## src/rtl/sok_pkg.sv

```systemverilog
package sok_pkg;

   localparam int DIM_W  = 6;   // row_count / col_count register width
   localparam int POS_W  = 11;  // spiral position width
   localparam int DATA_W = 32;  // element width
   localparam int IDX_W  = 5;   // load row / column index width
   localparam int BND_W  = 7;   // signed spiral bound, spans -1 .. 63

   localparam logic signed [BND_W-1:0] BND_ONE = BND_W'(1);

   localparam logic OP_LOAD  = 1'b0;
   localparam logic OP_QUERY = 1'b1;

   localparam logic REG_ROW_COUNT = 1'b0;
   localparam logic REG_COL_COUNT = 1'b1;

   typedef enum logic [1:0] {
      ST_IDLE,
      ST_WALK,
      ST_DONE
   } ctrl_state_type;

   typedef enum logic [2:0] {
      PH_IDLE,
      PH_TOP,
      PH_RIGHT,
      PH_BOTTOM,
      PH_LEFT
   } walk_phase_type;

   typedef struct packed {
      logic             done;
      logic [DIM_W-1:0] row;
      logic [DIM_W-1:0] col;
   } walk_status_type;

endpackage

```

## src/rtl/sok_walker.sv

```systemverilog
module sok_walker (
   input  logic                       clock,
   input  logic                       reset,
   input  logic                       start,
   input  logic [sok_pkg::POS_W-1:0]  position,
   input  logic [sok_pkg::DIM_W-1:0]  row_count,
   input  logic [sok_pkg::DIM_W-1:0]  col_count,
   output sok_pkg::walk_status_type   status
);
   import sok_pkg::*;

   walk_phase_type phase_ff, phase_in;
   logic signed [BND_W-1:0] top_ff, top_in;
   logic signed [BND_W-1:0] bottom_ff, bottom_in;
   logic signed [BND_W-1:0] left_ff, left_in;
   logic signed [BND_W-1:0] right_ff, right_in;
   logic [POS_W-1:0] rem_ff, rem_in;

   logic signed [BND_W-1:0] len_h;
   logic signed [BND_W-1:0] len_v;
   logic signed [BND_W-1:0] len_sel;
   logic signed [BND_W-1:0] rem_lo;
   logic [POS_W-1:0] seg_len;
   logic len_pos;
   logic fits;

   always_ff @(posedge clock) begin
      if (reset) begin
         phase_ff <= PH_IDLE;
      end else begin
         phase_ff <= phase_in;
      end
      top_ff    <= top_in;
      bottom_ff <= bottom_in;
      left_ff   <= left_in;
      right_ff  <= right_in;
      rem_ff    <= rem_in;
   end

   always_comb begin
      len_h   = right_ff - left_ff + BND_ONE;
      len_v   = bottom_ff - top_ff + BND_ONE;
      len_sel = (phase_ff inside {PH_TOP, PH_BOTTOM}) ? len_h : len_v;
      len_pos = !len_sel[BND_W-1] && (len_sel != '0);
      seg_len = len_pos ? POS_W'(len_sel[BND_W-2:0]) : '0;
      fits    = len_pos && (rem_ff <= seg_len);
      rem_lo  = signed'(rem_ff[BND_W-1:0]);

      phase_in    = phase_ff;
      top_in      = top_ff;
      bottom_in   = bottom_ff;
      left_in     = left_ff;
      right_in    = right_ff;
      rem_in      = rem_ff;
      status.done = 1'b0;
      status.row  = '0;
      status.col  = '0;

      case (phase_ff)
         PH_IDLE: begin
            if (start) begin
               top_in    = '0;
               left_in   = '0;
               bottom_in = signed'(BND_W'(row_count)) - BND_ONE;
               right_in  = signed'(BND_W'(col_count)) - BND_ONE;
               rem_in    = position;
               phase_in  = PH_TOP;
            end
         end
         PH_TOP: begin
            if (top_ff > bottom_ff || left_ff > right_ff) begin
               // spiral exhausted: fall back to the corner element
               status.done = 1'b1;
               phase_in    = PH_IDLE;
            end else if (fits) begin
               status.done = 1'b1;
               status.row  = top_ff[DIM_W-1:0];
               status.col  = DIM_W'(left_ff + rem_lo - BND_ONE);
               phase_in    = PH_IDLE;
            end else begin
               rem_in   = rem_ff - seg_len;
               top_in   = top_ff + BND_ONE;
               phase_in = PH_RIGHT;
            end
         end
         PH_RIGHT: begin
            if (fits) begin
               status.done = 1'b1;
               status.row  = DIM_W'(top_ff + rem_lo - BND_ONE);
               status.col  = right_ff[DIM_W-1:0];
               phase_in    = PH_IDLE;
            end else begin
               rem_in   = rem_ff - seg_len;
               right_in = right_ff - BND_ONE;
               phase_in = PH_BOTTOM;
            end
         end
         PH_BOTTOM: begin
            if (top_ff <= bottom_ff && fits) begin
               status.done = 1'b1;
               status.row  = bottom_ff[DIM_W-1:0];
               status.col  = DIM_W'(right_ff - rem_lo + BND_ONE);
               phase_in    = PH_IDLE;
            end else begin
               if (top_ff <= bottom_ff) begin
                  rem_in    = rem_ff - seg_len;
                  bottom_in = bottom_ff - BND_ONE;
               end
               phase_in = PH_LEFT;
            end
         end
         PH_LEFT: begin
            if (left_ff <= right_ff && fits) begin
               status.done = 1'b1;
               status.row  = DIM_W'(bottom_ff - rem_lo + BND_ONE);
               status.col  = left_ff[DIM_W-1:0];
               phase_in    = PH_IDLE;
            end else begin
               if (left_ff <= right_ff) begin
                  rem_in  = rem_ff - seg_len;
                  left_in = left_ff + BND_ONE;
               end
               phase_in = PH_TOP;
            end
         end
         default: begin
            phase_in = PH_IDLE;
         end
      endcase
   end

endmodule

```

## config.mk

```make
export PLATFORM = sky130hd
export DESIGN_NAME = sok_walker
export DESIGN_NICKNAME = d
export VERILOG_FILES = /design/src/rtl/sok_pkg.sv /design/src/rtl/sok_walker.sv
export SDC_FILE = /design/constraint.sdc
export NUM_CORES = 1
export LEC_CHECK = 0
export BUFFER_PORTS_ARGS = -buffer_cell sky130_fd_sc_hd__buf_4
export CAP_MARGIN = 10
export CORE_AREA = 10 10 106 108
export DETAILED_ROUTE_END_ITERATION = 10
export DIE_AREA = 0 0 116 118
export GPL_ROUTABILITY_DRIVEN = 0
export GPL_TIMING_DRIVEN = 0
export PLACE_DENSITY = 0.79
export RECOVER_POWER = 50
export SLEW_MARGIN = 40
export SYNTH_ARGS = -nofsm -noshare
export SYNTH_HDL_FRONTEND = slang
export SYNTH_SLANG_ARGS = --single-unit
```

## constraint.sdc

```tcl
create_clock -name clock -period 4.9 [get_ports clock]
set_input_delay 0.735 -clock clock [delete_from_list [all_inputs] [get_ports clock]]
set_output_delay 0.735 -clock clock [all_outputs]
set_load 0.01 [all_outputs]
```

==> implementation parameters, run 1 <==
Parameter                              Value

STA
  Setup-violating endpoint count in the final report    13
  Worst-margin pin slew    0.6144 ns
  Remaining max-slew budget at the tightest pin    59.04%
  FMAX    191.0 MHz
  Post-route worst setup slack    -0.3353 ns
  Ratio of final minimum period to clock period    106.8%
  RSZ-0062 raised after global routing    true
  Setup Total Neg Slack    -3.478 ns
  Final count of hold timing violations    0
  Max Slew Vio Count    0
  Final setup skew    0.01630 ns
  Crit path time final    5.235 ns

Worst setup path
  Largest fanout of any net on the critical path    5
  Data arrival, critical path    4.50 ns
  Worst setup path category    reg2out
  Critical path required time    4.16 ns
  Critical path launch point type    flip-flop
  Crit. Startpoint    top_ff[0]$_SDFFCE_PN0P_
  Start of the worst register-to-register path    top_ff[0]$_SDFFCE_PN0P_
  Crit end category    output pin

Floorplan
  Top-Level Pins    39
  Horizontal die dimension    116 microns
  Area of the core region    9109 sq um
  Die area    13690 sq um
  Initial core utilization    54.51%
  Num rows    35
  Die Ht    118 microns

Flow run
  Max_cap viols    0

Clock network
  Hold_buf cts    0
  Number of buffers on the longest clock path    2
  Num CTS Buffers    5
  Clock slew at reported path FFs    0.11 ns
  Cell at the root of the clock tree    clkbuf_8
  Number of H-tree branching levels    2
  Insertion delay to the later sink of the worst-skew pair    0.32 ns
  CTS tree    done
  Number of sinks handled by clock tree synthesis    42

Finish
  Fraction of final layout cells with drive strength greater than 1    24.25%
  Number of inserted filler cells in the final layout    650
  Count of nets after finishing    777
  Number of antenna repair diodes    0
  Final design area excluding fillers    6269 sq um
  Layout overhead on the synthesized area    26.26%

Yosys
  Number of flops mapped to enable cells by yosys    39
  Synthesized area per cell    8.649 sq um
  Number of cells produced by synthesis    574
  Fraction of post-synthesis cell area in the top cell type by area    23.59%
  Yosys warns    0
  Async set-reset flop share out of synthesis    0%
  Cell with the most instances after synthesis    ha_1
  Number of storage elements in the synthesis netlist    42
  Cell taking the most area after synthesis    edfxtp_1
  Top cells by instance count after synthesis    ha_1, inv_1, xnor2_1
  Syn_nets    688
  Most area-consuming cells after synthesis    edfxtp_1, ha_1, xnor2_1
  Top flip-flop cell by instance count after synthesis    edfxtp_1
  Seq/Total Area, Yosys    24.80%
  Number of distinct library cell variants in the gate-level netlist after synthesis    61
  Area of the mapped netlist    4965 sq um

GRT
  Remaining global-route overflow    0
  Initial antenna violation count    0
  Global-route wire length before repair    23010 microns
  Maximum number of pins on one net before global-route repair    16
  Vias in the first global route    4634
  Gr usage total    20.64%

Routing
  Wirelength per Cell    18.79 microns
  Number of violations reported at the end of detailed-routing iteration 0    340
  Detailed-router iteration count before antenna repair    5
  Via-to-Cell Ratio    6.071
  Number of vias in the routed layout    4705
  DRC violation count after routing    0
  Antenna Nets Post-Route    0
  Total routed wirelength    14560 microns

Power and ir drop
  Leakage power total    2.685 nW
  Areal power density over the cells    410.2 nW/um^2
  VDD IR-drop max    0.3604 mV

Placement
  HPWL Detailed    10410 microns
  # port buffers    38
  Placed standard-cell area    5389 sq um

Run status
  Violated checks    negative setup slack
  Run status    finished, violations left

Worst hold path
  Worst min-delay path category    reg2reg
  Launch point of the worst hold path    left_ff[6]$_SDFFCE_PP0P_
==> worst paths after layout <==
check / to / slack (ns) / depth (start not counted)
setup / recovery: status[5] / -0.34 / 19
hold / removal: left_ff[6]$_SDFFCE_PP0P_ / 0.67 / 2
setup reg to reg: rem_ff[9]$_DFFE_PP_ / 0.11 / 26
hold reg to reg: left_ff[6]$_SDFFCE_PP0P_ / 0.67 / 2
==> through the flow <==
step	instances	setup slack, ns	utilization (%)	hold WS [ns]	power [mW]
floorplan	574	0.08989	-	0.5856	1.570
global placement	723	-0.5249	59.16	0.6306	1.830
detailed placement	723	-0.7250	59.16	0.6449	1.887
CTS	769	-0.2190	66.74	0.6688	2.421
global route	775	-0.4520	68.82	0.6969	2.771
finish	775	-0.3353	68.82	0.6661	2.571
==> kinds of logic after synthesis <==
group	Yosys count	synth area share, %
XOR/XNOR	65	11.47
AND/OR/NAND/NOR	162	15.60
flip-flops	42	24.80
adder cells (fa/ha/maj)	88	23.08
AO/OA/AOI/OAI	127	17.36
multiplexers	4	0.8065
buffers and inverters	86	6.880
==> cell usage in the layout (no fill, tap or decap), types with 19 or more instances in the layout <==
cell,n
buf_4,72
edfxtp_1,39
xnor2_1,44
a21oi_1,24
inv_1,59
nand2_1,45
ha_1,64
nand3_1,19
xor2_1,19
nor2_1,42
o21ai_0,22
==> per-layer routing <==
metal	vias to the layer above	share of wire (%)	global-route usage (%)
met5	-	0	0
met4	0	3.1	7.590
met3	51	7.5	3.364
met2	214	49	34.32
met1	2233	40	25.86
li1	2207	-	-
==> what timing repair did <==
action                     4_1_cts  5_1_grt
setup buffers                   37        6
setup endpoints to repair       52       26
gates resized for setup         62       28
cloned                           1        0
pin swaps                       22       17
==> critical path: stages (launching register included) <==
cell and delay [ns]:
edfxtp_1 0.46, inv_1 0.16, ha_1 0.23, ha_4 0.17
ha_4 0.13, o21ai_1 0.14, a211o_1 0.33, and4_1 0.22
a31oi_2 0.24, o21ai_4 0.10, or2_1 0.24, ha_1 0.31
a21o_1 0.17, a22o_1 0.21, o21ai_2 0.19, o21a_1 0.23
o211ai_4 0.15, buf_6 0.17, a31oi_4 0.18, buf_6 0.13
==> power breakdown <==
part	total, mW	internal [mW]	switching, mW
Clock	0.250	0.103	0.147
Combinational	1.79	0.862	0.931
Sequential	0.529	0.470	0.0592
==> flip-flops by register name (all words and copies together) (netlist names) <==
| name | count |
|---|---|
| rem_ff | 11 |
| bottom_ff | 7 |
| left_ff | 7 |
| right_ff | 7 |
| top_ff | 7 |
| phase_ff | 3 |
==> cell type report <==
cell class              count  area (sq um)  share of cell area (%)
plain buffers              16         85.08                   1.357
clock buffers               5         68.82                   1.098
clock inverters             3         25.02                  0.3992
inverters                  70         262.8                   4.192
multi-input cells         446          3815                   60.86
flip-flops and latches     42          1231                   19.64
well taps                 111         138.9                   2.216
repair buffers             82         641.9                   10.24
(Power assumes the default switching activity.)
==> inputs of run 2 (changes only) <==
--- a/config.mk
+++ b/config.mk
@@ -5,14 +5,15 @@
 export SDC_FILE = /design/constraint.sdc
 export NUM_CORES = 1
 export LEC_CHECK = 0
+export ABC_AREA = 1
 export BUFFER_PORTS_ARGS = -buffer_cell sky130_fd_sc_hd__buf_4
 export CAP_MARGIN = 10
-export CORE_AREA = 10 10 106 108
+export CORE_AREA = 10 10 129 96
 export DETAILED_ROUTE_END_ITERATION = 10
-export DIE_AREA = 0 0 116 118
+export DIE_AREA = 0 0 139 106
 export GPL_ROUTABILITY_DRIVEN = 0
 export GPL_TIMING_DRIVEN = 0
-export PLACE_DENSITY = 0.79
+export PLACE_DENSITY = 0.8
 export RECOVER_POWER = 50
 export SLEW_MARGIN = 40
 export SYNTH_ARGS = -nofsm -noshare
==> implementation parameters, run 2 <==
Parameter                              Value

Worst setup path
  Largest fanout of any net on the critical path    7 (+2)
  Critical path launch point type    flip-flop
  Buf/Inv on CP    6 (+3)
  Crit end category    output pin
  Critical path required time    4.16 ns (about the same)
  Data arrival, critical path    4.44 ns (-0.06 ns)
  Critical Path Max Stage Delay    0.48 ns (+0.02 ns)
  Worst setup path category    reg2out
  Cell type of the slowest stage on the worst timing path    edfxtp_1
  CP most frequent cell    nand2_2
  Delay-heaviest family, CP    simple AND/OR/NAND/NOR gates

Floorplan
  Die Ht    106 microns (-10%)
  Area of the core region    10010 sq um (+9.9%)
  Initial core utilization    54.84% (+0.33 points)
  Top-Level Pins    39 (unchanged)
  Num rows    31 (-11%)
  Horizontal die dimension    139 microns (+20%)
  Die area    14730 sq um (+7.6%)

Routing
  Number of vias in the routed layout    5478 (+16%)
  Detailed-router iteration count before antenna repair    5 (unchanged)
  DRC violation count after routing    0 (unchanged)
  Antenna Nets Post-Route    0 (unchanged)
  Number of violations reported at the end of detailed-routing iteration 0    552 (+62%)
  Wirelength per Cell    17.43 microns (-7.2%)
  Total routed wirelength    16590 microns (+14%)
  Via-to-Cell Ratio    5.754 (-5.2%)

Finish
  Final design area excluding fillers    6780 sq um (+8.2%)
  Layout overhead on the synthesized area    23.55%
  Layout Cells excl Fill    952 (+23%)
  Largest register FFs    11 (unchanged)
  Register with the most flip-flops    rem_ff
  Area of the multi-input gates    3891 sq um (+2.0%)
  Number of inserted filler cells in the final layout    751 (+16%)
  Footprint of the flip-flops and latches    1231 sq um (unchanged)
  Commonest cells after routing, fill and taps aside    inv_1, nand2_1, ha_1, buf_4, nor2_1
  Most common cell after layout, fill and taps aside    inv_1
  Count of nets after finishing    933 (+20%)
  Number of antenna repair diodes    0 (unchanged)
  Fraction of final layout cells with drive strength greater than 1    24.51% (+0.27 points)

Yosys
  Async set-reset flop share out of synthesis    0% (unchanged)
  Seq/Total Area, Yosys    22.44% (-2.4 points)
  Fraction of post-synthesis cell area in the top cell type by area    21.34% (-2.2 points)
  Number of storage elements in the synthesis netlist    42 (unchanged)
  Cell taking the most area after synthesis    edfxtp_1
  Area of the mapped netlist    5488 sq um (+11%)
  Number of flops mapped to enable cells by yosys    39 (unchanged)
  Top flip-flop cell by instance count after synthesis    edfxtp_1
  Yosys warns    0 (unchanged)
  Synthesized area per cell    7.456 sq um (-14%)
  Cell with the most instances after synthesis    inv_1
  Number of distinct library cell variants in the gate-level netlist after synthesis    46 (-25%)
  Most area-consuming cells after synthesis    edfxtp_1, ha_1, inv_1
  Number of cells produced by synthesis    736 (+28%)
  Top cells by instance count after synthesis    inv_1, nand2_1, ha_1
  Syn_nets    850 (+24%)

Power and ir drop
  Sequential share of power    15.7% (-4.9 points)
  Switching pwr    2.227 mW (+96%)
  Share of total power in combinational logic    74.9% (+5.2 points)
  Areal power density over the cells    634.0 nW/um^2 (+55%)
  VDD IR-drop max    0.3094 mV (-14%)
  Share of power burned in the clock network    9.4% (-0.3 points)
  Internal power component    2.072 mW (+44%)
  Leakage power total    3.335 nW (+24%)
  Switch share    51.81% (+7.6 points)

STA
  FMAX    193.3 MHz (+1.2%)
  Setup-violating endpoint count in the final report    13 (unchanged)
  Final setup skew    0.01043 ns (-0.005877 ns)
  Worst-margin pin slew    0.8596 ns (+0.2452 ns)
  Ratio of final minimum period to clock period    105.6% (-1.2 points)
  Crit path time final    5.174 ns (-0.06122 ns)
  Max Slew Vio Count    0 (unchanged)
  Remaining max-slew budget at the tightest pin    42.25% (-17 points)
  Post-route worst setup slack    -0.2741 ns (+0.06122 ns)
  Final count of hold timing violations    0 (unchanged)
  RSZ-0062 raised after global routing    true

GRT
  Remaining global-route overflow    0 (unchanged)
  Maximum number of pins on one net before global-route repair    15 (-1)
  Gr usage total    21.34% (+0.71 points)
  Vias in the first global route    5359 (+16%)
  Global-route wire length before repair    26250 microns (+14%)
  Initial antenna violation count    0 (unchanged)

Clock network
  Clock slew at reported path FFs    0.06 ns (-0.05 ns)
  Number of H-tree branching levels    2 (unchanged)
  Num CTS Buffers    5 (unchanged)
  Hold_buf cts    0 (unchanged)
  CTS tree    done
  Number of sinks handled by clock tree synthesis    42 (unchanged)
  Insertion delay to the later sink of the worst-skew pair    0.31 ns (about the same)
  Cell at the root of the clock tree    clkbuf_16
  Number of buffers on the longest clock path    2 (unchanged)

Run status
  Run status    finished, violations left
  Violated checks    negative setup slack

Worst hold path
  Worst min-delay path category    in2reg

Placement
  HPWL Detailed    11720 microns (+13%)
  # port buffers    38 (unchanged)
  Placed Cells    906 (+25%)
  Placed standard-cell area    5941 sq um (+10%)

Flow run
  Max_cap viols    0 (unchanged)
## run 2: cell count changes in the layout (fill, tap and decap cells not counted), moves of 12 or more
| cell | delta |
|---|---|
| nand3_2 | +28 |
| nand2_2 | +22 |
| nand2_1 | +77 |
| nand3_1 | +21 |
| nand4_1 | +28 |
| inv_1 | +69 |
| xnor2_1 | -30 |
| a21o_1 | -12 |
## run 2: final cells by class
type / instances / area share [%]
Multi-Input combinational cell: 537 / 57.39
Sequential cell: 42 / 18.16
Timing Repair Buffer: 77 / 10.19
Inverter: 144 / 8.046
Tap cell: 132 / 2.436
Clock buffer: 5 / 1.845
Buffer: 12 / 1.292
Clock inverter: 3 / 0.6459
## run 2: repair_timing
action / in CTS / in global routing
buffers inserted: 22 / 16
resized for setup: 46 / 23
gates cloned: 2 / 0
pin swaps: 23 / 15
endpoints found under the setup margin: 52 / 24
## run 2: power groups by stage
stage / Sequential (mW) / Clock (mW) / Combinational (mW)
CTS: 0.663 / 0.408 / 2.88
global placement: 0.670 / 0 / 2.38
global route: 0.681 / 0.418 / 3.53
detailed placement: 0.672 / 0 / 2.50
floorplan: 0.618 / 0 / 1.98
finish: 0.673 / 0.405 / 3.22
## run 2: cell families after synthesis
| logic type | after synthesis | share of synthesized area, % |
|---|---|---|
| simple gates | 334 | 31.30 |
| fa+ha+maj | 88 | 20.88 |
| xor+xnor | 35 | 5.586 |
| compound gates | 78 | 7.980 |
| buf+inv | 157 | 11.45 |
| flops | 42 | 22.44 |
| mux | 2 | 0.3648 |
## run 2: layer usage
metal / GRT usage [%] / share of wire [%] / vias up
met5: 0 / 0 / -
met4: 7.132 / 3.0 / 0
met3: 5.291 / 10 / 54
met2: 34.62 / 45 / 325
met1: 27.26 / 42 / 2509
li1: - / - / 2590
## run 2: metrics by stage
stage          hold slack [ns]  utilization, %  TNS [ns]  total power [mW]  worst slack, ns
2_1_floorplan           0.5693               -         0             2.595           0.2240
3_3_place_gp            0.6229           59.34    -11.84             3.045          -0.5106
3_5_place_dp            0.6245           59.36    -15.55             3.170          -0.7094
4_1_cts                 0.6164           65.47    -2.389             3.949          -0.2202
5_1_grt                 0.6364           67.75    -4.656             4.630          -0.3800
6_report                0.6236           67.75    -2.674             4.299          -0.2741
## run 2: final timing paths
path	startpoint	to	slack, ns	depth (start not counted)
worst max-delay path	left_ff[1]$_SDFFCE_PP0P_	status[12]	-0.27	27
worst min-delay path	reset	phase_ff[1]$_SDFFE_PP0N_	0.62	2
worst max register to register	left_ff[1]$_SDFFCE_PP0P_	rem_ff[6]$_DFFE_PP_	0.17	26
worst min register to register	left_ff[6]$_SDFFCE_PP0P_	left_ff[6]$_SDFFCE_PP0P_	0.68	2
